==> src/hdl/lps_pkg.sv <==
// ----------------------------------------------------------------------------
// lru page stack package
// shared widths, reset values and the per-cell control bundle
// ----------------------------------------------------------------------------
package lps_pkg;

  localparam int unsigned PAGE_W         = 32;
  localparam int unsigned CAP_W          = 7;
  localparam int unsigned DEPTH_W        = 6;
  localparam int unsigned MAX_FRAMES_DEF = 64;

  localparam logic [DEPTH_W-1:0] DEPTH_MAX = 6'd63;
  localparam logic [CAP_W-1:0]   CAP_RESET = 7'd64;

  // control for one stack cell
  typedef struct packed {
    logic valid;  // cell holds a resident page
    logic shift;  // cell loads from its upper neighbor
  } cell_ctrl_t;

endpackage

==> src/hdl/lps_cell.sv <==
// ----------------------------------------------------------------------------
// lru page stack cell
// one stack entry: holds a page number, compares it against the probe and
// passes it on to the next cell toward the lru end
// ----------------------------------------------------------------------------
module lps_cell (
  input  logic                       clk_i,
  input  lps_pkg::cell_ctrl_t        ctrl_i,
  input  logic [lps_pkg::PAGE_W-1:0] data_i,
  input  logic [lps_pkg::PAGE_W-1:0] probe_i,
  output logic [lps_pkg::PAGE_W-1:0] data_o,
  output logic                       match_o
);
  import lps_pkg::*;

  logic [PAGE_W-1:0] page_q;
  logic [PAGE_W-1:0] page_d;

  assign page_d = ctrl_i.shift ? data_i : page_q;

  always_ff @(posedge clk_i) begin
    page_q <= page_d;
  end

  assign data_o  = page_q;
  assign match_o = ctrl_i.valid && (page_q == probe_i);

endmodule

==> src/hdl/lps_match_enc.sv <==
// ----------------------------------------------------------------------------
// lru page stack match encoder
// turns the one-hot cell match vector into a hit flag and a stack index
// ----------------------------------------------------------------------------
module lps_match_enc #(
  parameter int unsigned Frames = lps_pkg::MAX_FRAMES_DEF,
  parameter int unsigned IdxW   = (Frames > 1) ? $clog2(Frames) : 1
) (
  input  logic [Frames-1:0] match_i,
  output logic              hit_o,
  output logic [IdxW-1:0]   idx_o
);
  import lps_pkg::*;

  // resident pages are unique, so at most one bit is set and an or-tree works
  always_comb begin
    idx_o = '0;
    for (int i = 0; i < Frames; i++) begin
      if (match_i[i]) begin
        idx_o = idx_o | IdxW'(i);
      end
    end
  end

  assign hit_o = |match_i;

endmodule

==> src/hdl/lru_page_stack_top.sv <==
// ----------------------------------------------------------------------------
// lru page stack
// recency-ordered stack of resident page numbers with stack-distance output
// ----------------------------------------------------------------------------
//
//  channel | signals                                  | direction
//  --------+------------------------------------------+----------
//  in      | in_valid_i, in_ready_o, page_number_i    | input
//  out     | out_valid_o, out_ready_i, hit_o,         | output
//          | stack_depth_o                            |
//  cfg     | cfg_we_i, cfg_wdata_i (capacity)         | input
//
//  each transaction runs through ST_IDLE and ST_UPD: in ST_IDLE the page
//  is compared against every cell in parallel, in ST_UPD the cell chain
//  shifts one place toward the lru end and the result register loads.
//  a new page is accepted only after the previous one has shifted, set by the
//  compare-then-shift sequence through the cell chain.
//  reset clears occupancy and sets capacity to 64; cell contents are not
//  reset, cells above the occupancy never take part in a compare.
//  a stalled result is held in the output register; the next input is
//  still accepted and waits in the shift cycle until the register frees.
//
module lru_page_stack_top #(
  parameter int unsigned MAX_FRAMES = lps_pkg::MAX_FRAMES_DEF
) (
  input  logic                        clk_i,
  input  logic                        rst_ni,
  // input transactions
  input  logic                        in_valid_i,
  output logic                        in_ready_o,
  input  logic [lps_pkg::PAGE_W-1:0]  page_number_i,
  // result transactions
  output logic                        out_valid_o,
  input  logic                        out_ready_i,
  output logic                        hit_o,
  output logic [lps_pkg::DEPTH_W-1:0] stack_depth_o,
  // capacity register
  input  logic                        cfg_we_i,
  input  logic [lps_pkg::CAP_W-1:0]   cfg_wdata_i
);
  import lps_pkg::*;

  // index of one cell, occupancy counter, common compare width
  localparam int unsigned IW = (MAX_FRAMES > 1) ? $clog2(MAX_FRAMES) : 1;
  localparam int unsigned OW = $clog2(MAX_FRAMES + 1);
  localparam int unsigned XW = (OW > CAP_W) ? OW : CAP_W;
  localparam int unsigned EW = (IW > DEPTH_W) ? IW : DEPTH_W;

  typedef enum logic [1:0] {
    ST_IDLE = 2'b01,  // waiting for a page, compare happens here
    ST_UPD  = 2'b10   // shift the chain and post the result
  } state_e;

  // capacity above the number of frames acts as the number of frames
  function automatic logic [OW-1:0] eff_cap(input logic [CAP_W-1:0] cap);
    logic [XW-1:0] cap_x;
    cap_x = XW'(cap);
    if (cap_x > XW'(MAX_FRAMES)) begin
      eff_cap = OW'(MAX_FRAMES);
    end else begin
      eff_cap = cap_x[OW-1:0];
    end
  endfunction

  state_e state_q, state_d;

  logic [CAP_W-1:0]  cap_q;
  logic [OW-1:0]     occ_q, occ_d;
  logic [OW-1:0]     cap_eff;
  logic [OW-1:0]     cfg_eff;

  // transaction held between compare and shift
  logic [PAGE_W-1:0] page_q;
  logic              hit_q;
  logic [IW-1:0]     top_q, top_d;  // deepest cell that loads on the shift
  logic              upd_q, upd_d;  // stack changes at all
  logic              grow_q, grow_d;

  // output register
  logic               out_valid_q;
  logic               res_hit_q;
  logic [DEPTH_W-1:0] res_depth_q;

  // cell chain
  logic [MAX_FRAMES-1:0] match;
  logic [PAGE_W-1:0]     chain [MAX_FRAMES];
  cell_ctrl_t            ctrl [MAX_FRAMES];

  logic          enc_hit;
  logic [IW-1:0] enc_idx;
  logic          in_acc;
  logic          upd_go;
  logic [EW-1:0] top_ext;
  logic [DEPTH_W-1:0] depth;

  assign cap_eff = eff_cap(cap_q);
  assign cfg_eff = eff_cap(cfg_wdata_i);

  assign in_ready_o = (state_q == ST_IDLE);
  assign in_acc     = in_valid_i && in_ready_o;
  // shift only when the result has somewhere to go
  assign upd_go     = (state_q == ST_UPD) && (!out_valid_q || out_ready_i);

  // ---------------------------------------------------------------------------
  // cell chain: cell 0 is the mru end, each cell loads from the one above it
  // ---------------------------------------------------------------------------
  for (genvar i = 0; i < MAX_FRAMES; i++) begin : g_cell
    logic [PAGE_W-1:0] cell_in;

    if (i == 0) begin : g_head
      assign cell_in = page_q;  // new mru page
    end else begin : g_body
      assign cell_in = chain[i-1];
    end

    assign ctrl[i].valid = (OW'(i) < occ_q);
    assign ctrl[i].shift = upd_go && upd_q && (IW'(i) <= top_q);

    lps_cell u_cell (
      .clk_i   (clk_i),
      .ctrl_i  (ctrl[i]),
      .data_i  (cell_in),
      .probe_i (page_number_i),
      .data_o  (chain[i]),
      .match_o (match[i])
    );
  end

  lps_match_enc #(
    .Frames (MAX_FRAMES),
    .IdxW   (IW)
  ) u_enc (
    .match_i (match),
    .hit_o   (enc_hit),
    .idx_o   (enc_idx)
  );

  // ---------------------------------------------------------------------------
  // compare cycle: decide how far down the chain the shift reaches
  // ---------------------------------------------------------------------------
  always_comb begin
    grow_d = 1'b0;
    upd_d  = 1'b1;
    top_d  = enc_idx;
    if (!enc_hit) begin
      if (cap_eff == '0) begin
        // nothing is kept at zero capacity
        upd_d = 1'b0;
        top_d = '0;
      end else if (occ_q < cap_eff) begin
        // room left: occupancy grows by one
        grow_d = 1'b1;
        top_d  = occ_q[IW-1:0];
      end else begin
        // full: the lru page falls off the end
        top_d = IW'(cap_eff - OW'(1));
      end
    end
  end

  always_ff @(posedge clk_i) begin
    if (in_acc) begin
      page_q <= page_number_i;
      hit_q  <= enc_hit;
      top_q  <= top_d;
      upd_q  <= upd_d;
      grow_q <= grow_d;
    end
  end

  // ---------------------------------------------------------------------------
  // sequencer
  // ---------------------------------------------------------------------------
  always_comb begin
    state_d = state_q;
    unique case (state_q)
      ST_IDLE: begin
        if (in_acc) begin
          state_d = ST_UPD;
        end
      end
      ST_UPD: begin
        if (upd_go) begin
          state_d = ST_IDLE;
        end
      end
      default: begin
        state_d = ST_IDLE;
      end
    endcase
  end

  // occupancy: a capacity write clamps it, a growing miss adds one
  always_comb begin
    occ_d = occ_q;
    if (cfg_we_i) begin
      if (occ_q > cfg_eff) begin
        occ_d = cfg_eff;
      end
    end else if (upd_go && grow_q) begin
      occ_d = occ_q + OW'(1);
    end
  end

  always_ff @(posedge clk_i or negedge rst_ni) begin
    if (!rst_ni) begin
      state_q <= ST_IDLE;
      cap_q   <= CAP_RESET;
      occ_q   <= '0;
    end else begin
      state_q <= state_d;
      occ_q   <= occ_d;
      if (cfg_we_i) begin
        cap_q <= cfg_wdata_i;
      end
    end
  end

  // ---------------------------------------------------------------------------
  // result register, depth saturates at the field maximum
  // ---------------------------------------------------------------------------
  assign top_ext = EW'(top_q);
  assign depth   = (top_ext > EW'(DEPTH_MAX)) ? DEPTH_MAX : top_ext[DEPTH_W-1:0];

  always_ff @(posedge clk_i or negedge rst_ni) begin
    if (!rst_ni) begin
      out_valid_q <= 1'b0;
    end else if (upd_go) begin
      out_valid_q <= 1'b1;
    end else if (out_ready_i) begin
      out_valid_q <= 1'b0;
    end
  end

  always_ff @(posedge clk_i) begin
    if (upd_go) begin
      res_hit_q   <= hit_q;
      res_depth_q <= hit_q ? depth : '0;
    end
  end

  assign out_valid_o   = out_valid_q;
  assign hit_o         = res_hit_q;
  assign stack_depth_o = res_depth_q;

`ifndef NO_ASSERTIONS
  // resident pages are unique, so a probe can hit at most one cell
  a_unique_match: assert property (@(posedge clk_i) disable iff (!rst_ni)
    $onehot0(match))
    else $error("more than one resident cell matches the probe");

  // occupancy never exceeds the effective capacity
  a_occ_bound: assert property (@(posedge clk_i) disable iff (!rst_ni)
    occ_q <= cap_eff)
    else $error("occupancy above effective capacity");

  // a shift cycle always posts a result
  a_result_posted: assert property (@(posedge clk_i) disable iff (!rst_ni)
    upd_go |=> out_valid_o)
    else $error("shift cycle without a posted result");

  // a growing miss adds exactly one resident page
  a_occ_grow: assert property (@(posedge clk_i) disable iff (!rst_ni)
    (upd_go && grow_q && !cfg_we_i) |=> (occ_q == $past(occ_q) + OW'(1)))
    else $error("occupancy did not grow on a miss with room left");

  // no new transaction is taken while the chain is being shifted
  a_no_accept_in_upd: assert property (@(posedge clk_i) disable iff (!rst_ni)
    in_acc |=> !in_ready_o)
    else $error("input accepted during the shift cycle");
`endif

endmodule

==> config.mk <==
export PLATFORM = sky130hd
export DESIGN_NAME = lru_page_stack_top
export DESIGN_NICKNAME = d
export VERILOG_FILES = /design/src/hdl/lps_pkg.sv /design/src/hdl/lps_cell.sv /design/src/hdl/lps_match_enc.sv /design/src/hdl/lru_page_stack_top.sv
export SDC_FILE = /design/constraint.sdc
export NUM_CORES = 2
export LEC_CHECK = 0
export ABC_AREA = 1
export BUFFER_PORTS_ARGS = -buffer_cell sky130_fd_sc_hd__buf_2
export CORE_ASPECT_RATIO = 0.6
export CORE_MARGIN = 1.5
export CORE_UTILIZATION = 40
export CTS_BUF_LIST = sky130_fd_sc_hd__clkbuf_2
export CTS_CLUSTER_SIZE = 25
export DETAILED_ROUTE_END_ITERATION = 16
export PLACE_DENSITY = 0.61
export REMOVE_ABC_BUFFERS = 1
export SLEW_MARGIN = 20
export SYNTH_ARGS = -nofsm -noshare
export SYNTH_HDL_FRONTEND = slang
export SYNTH_SLANG_ARGS = --single-unit
==> constraint.sdc <==
create_clock -name clk_i -period 11.4 [get_ports clk_i]
set_input_delay 1.71 -clock clk_i [delete_from_list [all_inputs] [get_ports clk_i]]
set_output_delay 1.71 -clock clk_i [all_outputs]
set_load 0.03 [all_outputs]
## Yosys cells after proc, flatten, opt, wreduce, memory -nomap -nowiden

Cells that the tools add are included.

| operators by class | value |
|---|---|
| add/sub/neg operators | 2 |
| multiplexer cells | 92 |
| magnitude comparators | 133 |
| equality and inequality tests | 69 |
| bitwise logic cells | 0 |
| shift operators | 0 |
| multipliers | 0 |
| div/mod/pow operators | 0 |
| reductions and logical operators | 140 |

Operator list:

| operator | number |
|---|---|
| 32-bit == test | 64 |
| 6-bit two-way mux | 39 |
| 6-bit by 7-bit < comparator with 1-bit output, first input constant | 32 |
| 6-bit less-or-equal comparator, first input constant | 32 |
| 1-bit logical AND | 132 |
| 5-bit by 7-bit < comparator with 1-bit output, first input constant | 16 |
| 5-bit by 6-bit less-or-equal comparator with 1-bit output, first input constant | 16 |
| 5-bit two-way mux | 16 |
| 64-bit OR reduction | 1 |
| 4-bit by 7-bit < comparator with 1-bit output, first input constant | 8 |
| 7-bit two-way mux | 7 |
| 4-bit by 6-bit less-or-equal comparator with 1-bit output, first input constant | 8 |
| 4-bit two-way mux | 8 |
| 3-bit by 7-bit < comparator with 1-bit output, first input constant | 4 |
| 3-bit by 6-bit less-or-equal comparator with 1-bit output, first input constant | 4 |
| 7-bit greater-than comparator, second input constant | 2 |
| 1-bit by 7-bit < comparator with 1-bit output, first input constant | 2 |
| 2-bit by 7-bit < comparator with 1-bit output, first input constant | 2 |
| 1-bit by 6-bit less-or-equal comparator with 1-bit output, first input constant | 2 |
| 2-bit by 6-bit less-or-equal comparator with 1-bit output, first input constant | 2 |
| 2-bit two-way mux | 6 |
| 3-bit two-way mux | 4 |
| 1-bit two-way mux | 11 |
| 7-bit by 1-bit adder with 7-bit output, second input constant | 1 |
| other kinds (14) | 17 |

| storage, ports and cells | value |
|---|---|
| memories kept | 0 |
| register bits after elaboration | 2,113 |
| RAM bits | 0 |
| output and inout port bits | 9 |
| bits in read-only memories | 0 |
| bits in latches | 0 |
| input port bits | 44 |
| logic and storage cells | 511 |

## Logic depth before layout (Yosys ltp)

| depth | value |
|---|---|
| depth after elaboration | 66 |
| mapped depth | 19 |
| depth with buffers taken out | 17 |

## Hierarchy

From an unflattened synthesis, not the netlist that was laid out.

| unflattened totals | value |
|---|---|
| cell total of the unflattened synthesis | 11,513 |
| area total of the unflattened synthesis | 103,344.1 µm² |

Modules (own cells, without submodules):

| module | area each (µm²) | sequential area each (µm²) | instances | cells each |
|---|---|---|---|---|
| lps_cell | 1,541.5 | 960.9 | 64 | 170 |
| lru_page_stack_top | 4,219.0 | 1,869.3 | 1 | 521 |
| lps_match_enc | 470.5 | 0.0 | 1 | 112 |

## Least setup slack after synthesis

OpenSTA, ideal clock, no wires.

| path | value |
|---|---|
| path kind | input to register |
| start | input out_ready_i |
| end | register g_cell[59].u_cell.page_q[0] (enable) |
| arrival time | 7.642 ns |
| cell stages on the path | 5 |
| setup slack | 3.163 ns |
| setup time | 0.595 ns |
| required time | 10.805 ns |
| buffers on the path | 1 |
| cell sequence | nor2_1 -> nor2_1 -> nand2_1 -> clkbuf_1 -> a2111oi_0 |

RTL lines:

| what | line | text |
|---|---|---|
| start, declared | lru_page_stack_top.sv:34 | `input logic out_ready_i,` |
| end signal, assigned | lps_cell.sv:22 | `page_q <= page_d;` |
| end, declared | lps_cell.sv:16 | `logic [PAGE_W-1:0] page_q;` |

## Worst setup path in the final report

| path | value |
|---|---|
| start | register occ_q[2] |
| end | register top_q[1], in the netlist top_ext[1] (data pin) |

| on the way | value |
|---|---|
| cells in the longest elaborated chain, start to end | 65 |
| elaborated cells between the ends (all ways) | 198 |
| those cells by class | order compare: 65; mux: 68; reduce/logical: 65 |

RTL lines:

| what | line | text |
|---|---|---|
| start, declared | lru_page_stack_top.sv:68 | `logic [OW-1:0] occ_q, occ_d;` |
| start signal, assigned | lru_page_stack_top.sv:209 | `occ_q <= '0;` |
| start signal, assigned | lru_page_stack_top.sv:212 | `occ_q <= occ_d;` |
| 2-bit by 7-bit < comparator with 1-bit output | lru_page_stack_top.sv:116 | `assign ctrl[i].valid = (OW'(i) < occ_q);` |
| 1-bit logical AND | lps_cell.sv:26 | `assign match_o = ctrl_i.valid && (page_q == probe_i);` |
| 2-bit two-way mux (2 in series) | lps_match_enc.sv:19 | `if (match_i[i]) begin` |
| 3-bit two-way mux (4 in series) | lps_match_enc.sv:19 |  |
| 4-bit two-way mux (8 in series) | lps_match_enc.sv:19 |  |
| 5-bit two-way mux (16 in series) | lps_match_enc.sv:19 |  |
| 6-bit two-way mux (32 in series) | lps_match_enc.sv:19 |  |
| 6-bit two-way mux * | lru_page_stack_top.sv:145 | `if (!enc_hit) begin` |
| named net top_d[1] | lru_page_stack_top.sv:75 | `logic [IW-1:0] top_q, top_d;` |
| end signal, assigned | lru_page_stack_top.sv:165 | `top_q <= top_d;` |
| end, declared | lru_page_stack_top.sv:75 |  |

Mark *: on every way through the listed nets, which the timed path passes. The rest lies on a longest branch. The select of a mux whose other input is x is not followed.
A chain may end at the register's enable or synchronous reset.

==> flow_summary.json <==
{
  "grt_use_total": 0.299,
  "start_util": 0.402,
  "netlist_area_mm2": 0.0949,
  "core_area_mm2": 0.236,
  "critPathLaunchType": "register",
  "synth-seq-cells": 2113,
  "antenna_found_initial": 27,
  "max_freq_ghz": 0.212,
  "path_class": "register to register",
  "clk_path_buf_depth": 4,
  "cts_resized": 0,
  "maxCapViolations": 0,
  "hpwl_um": 256000,
  "cp.arrival_ps": 6110,
  "io_buffers": 52,
  "outcome": "finished clean",
  "cts_buffers": 463,
  "routed_via_density": 5.68,
  "row_count": 138,
  "drive_above_1_share": 0.129,
  "post-route-drc-count": 0,
  "setup_violations": 0,
  "tightest_slew_ps": 1250,
  "period_share": 0.414,
  "cts-root-buf": "clkbuf_2",
  "min_path_cells": 2,
  "holdPathEnd": "out_valid_o",
  "rsz0062_at_grt": "false",
  "die_y_um": 380,
  "nNetsFinal": 8294,
  "startpoint": "occ_q[2]",
  "drv_slew": 0,
  "via_count": 66700,
  "routed_wl_um": 367000,
  "finalClockSkew_ps": 196,
  "dr.pass1.iters": 8,
  "clk-insertion-delay-late_ps": 1830,
  "syn_inst": 7848,
  "path_clk_slew_ps": 120,
  "post_drt_wl_per_cell_um": 31.2,
  "dp.cells": 10900,
  "pin_count": 53,
  "cp.required_ps": 12800,
  "antenna_left": 0,
  "hp-class": "primary input to register",
  "reg2reg_depth": 11,
  "cts_tree": "done",
  "rrSetupSlack_ps": 6680,
  "fin_crit_ps": 4720,
  "cp_max_fo": 11,
  "r2r_end": "top_ext[1]",
  "tns_ps": 0,
  "synth_seq_area_share": 0.668,
  "r2r-start": "occ_q[2]",
  "grt_overflow": 0,
  "first_iter_violations": 13000,
  "power.density_mw_per_mm2": 155,
  "grt_pass1_vias": 61200,
  "areaGrowthSynthToFinish_pct": 8.83,
  "p_leak_nw": 35.5,
  "grt_max_degree": 43,
  "grt_pass1_wl_um": 497000,
  "die_w_um": 632,
  "peakVddDrop_mv": 0.0845,
  "relSlewSlack": 0.168,
  "synth_area_per_cell_um2": 12.1,
  "yosysWarnings": 0,
  "hold_violations": 0,
  "htree_levels": 5,
  "dieArea_mm2": 0.240,
  "cts_sinks": 2113,
  "finalWeightedCongestion": 0.990,
  "min-delay-start": "out_ready_i",
  "cp-end-kind": "register",
  "fin_cells": 11700,
  "yosysUniqueCellTypes": 52
}
state kept, by name, indices dropped and copies added, names as in the netlist, 2 cells and up:
signal	flops
cap_q	7
stack_depth_o	6
state_q	2
g_cell.cell_in	32
occ_q	7
g_cell.u_cell.data_o	2048
top_ext	6
layer usage:
| layer | GRT usage | wire [µm] | vias to the layer above |
|---|---|---|---|
| li1 | - | - | 27500 |
| met1 | 0.461 | 152000 | 32300 |
| met2 | 0.360 | 131000 | 6097 |
| met3 | 0.149 | 73800 | 698 |
| met4 | 0.0706 | 9270 | 18 |
| met5 | 0 | 171 | - |
worst max-delay path: stages, from the launching register on:
cell and delay [ps]:
dfrtp_1 880, nand2_1 580, inv_1 860, o21ai_0 480
nor2_1 210, nand4_1 580, nand2_1 420, nor2_1 90
nand3_2 110, nor2_4 80, nand4_1 80, nand2_1 50
through the flow:
stage / total power, W / area, µm² / utilization / hold slack [ps] / worst slack (ps)
final: 0.0160 / 103000 / 0.438 / 219 / 6680
after global routing: 0.0164 / 103000 / 0.438 / 142 / 6880
after CTS: 0.0158 / 103000 / 0.437 / 103 / 6890
after detailed placement: 0.0111 / 98800 / 0.419 / 405 / 5520
after global placement: 0.0110 / 98700 / 0.418 / 400 / 5420
after floorplan: 0.00991 / 92600 / - / 400 / 2640
synth_stat cells, drive strengths merged:
library cell | instances | area share
a2111oi | 1 | 0.000092
a211oi | 25 | 0.0020
a21oi | 51 | 0.0027
a22o | 1 | 0.000092
a311oi | 2 | 0.00018
a31oi | 4 | 0.00026
a41oi | 1 | 0.000092
and2 | 6 | 0.00040
and3 | 5 | 0.00033
buf | 273 | 0.023
clkbuf | 32 | 0.0013
clkinv | 2 | 0.000079
dfrtp | 15 | 0.0040
dfstp | 2 | 0.00055
edfxtp | 2096 | 0.66
ha | 15 | 0.0020
inv | 519 | 0.021
nand2 | 1785 | 0.071
nand3 | 165 | 0.0088
nand3b | 3 | 0.00024
nand4 | 215 | 0.014
nor2 | 734 | 0.029
nor3 | 81 | 0.0043
nor3b | 1 | 0.000079
nor4 | 8 | 0.00053
o2111ai | 5 | 0.00046
o211a | 1 | 0.00011
o211ai | 17 | 0.0013
o21ai | 300 | 0.016
o221ai | 3 | 0.00028
o22ai | 92 | 0.0061
o31ai | 2 | 0.00016
o32ai | 1 | 0.000092
or2 | 56 | 0.0037
xnor2 | 1084 | 0.10
xor2 | 245 | 0.023
logic make-up after synthesis:
group                    count (synthesis)  synth area share
XOR/XNOR                              1329             0.123
AND/OR/NAND/NOR                       3059             0.133
buffers and inverters                  826            0.0448
flip-flops                            2113             0.668
adder cells (fa/ha/maj)                 15           0.00198
AO/OA/AOI/OAI                          506            0.0298
where the power goes:
part / total, W / internal (W) / switching [W] / leakage (nW)
Combinational: 0.00207 / 0.000503 / 0.00156 / 14.8
Sequential: 0.00894 / 0.00872 / 0.000220 / 17.5
Clock: 0.00501 / 0.00174 / 0.00327 / 3.19
Total: 0.0160 / 0.0110 / 0.00506 / 35.5
worst max-delay path by stage:
stage / end / depth (start not counted)
after floorplan: g_cell[59].u_cell.data_o[0] / 4
after global placement: top_ext[0] / 14
after detailed placement: top_ext[0] / 14
after CTS: in_ready_o / 3
after global routing: top_ext[4] / 11
final: top_ext[1] / 11
layout by cell type, fill, tap and decap left out, drive strengths merged, types with 5 or more instances in the layout:
| master | netlist | final |
|---|---|---|
| or2 | 56 | 56 |
| diode | 0 | 7 |
| o22ai | 92 | 92 |
| xor2 | 245 | 245 |
| nor4 | 8 | 8 |
| and2 | 6 | 6 |
| inv | 519 | 526 |
| nand2 | 1785 | 1785 |
| nand4 | 215 | 215 |
| nor3 | 81 | 81 |
| bufinv | 0 | 6 |
| nand3 | 165 | 165 |
| o2111ai | 5 | 5 |
| xnor2 | 1084 | 1084 |
| clkbuf | 32 | 682 |
| dfrtp | 15 | 15 |
| ha | 15 | 15 |
| a211oi | 25 | 25 |
| a21oi | 51 | 51 |
| and3 | 5 | 5 |
| o211ai | 17 | 17 |
| clkinv | 2 | 123 |
| buf | 273 | 226 |
| nor2 | 734 | 734 |
| edfxtp | 2096 | 2096 |
| o21ai | 300 | 300 |
layout make-up:
class | count | area (µm²)
inverters | 521 | 1960
clock inverters | 138 | 736
fillers | 21800 | 133000
flip-flops and latches | 2113 | 63400
clock buffers | 682 | 3410
diodes | 7 | 17.5
repair buffers | 227 | 1950
multi-input cells | 4909 | 27900
well taps | 3150 | 3940
repair_timing:
item	in CTS	in global routing
endpoints found under the hold margin	15	0
hold buffers	1	0
buffers inserted	0	0
No activity file was read; power rests on OpenSTA's default activity.
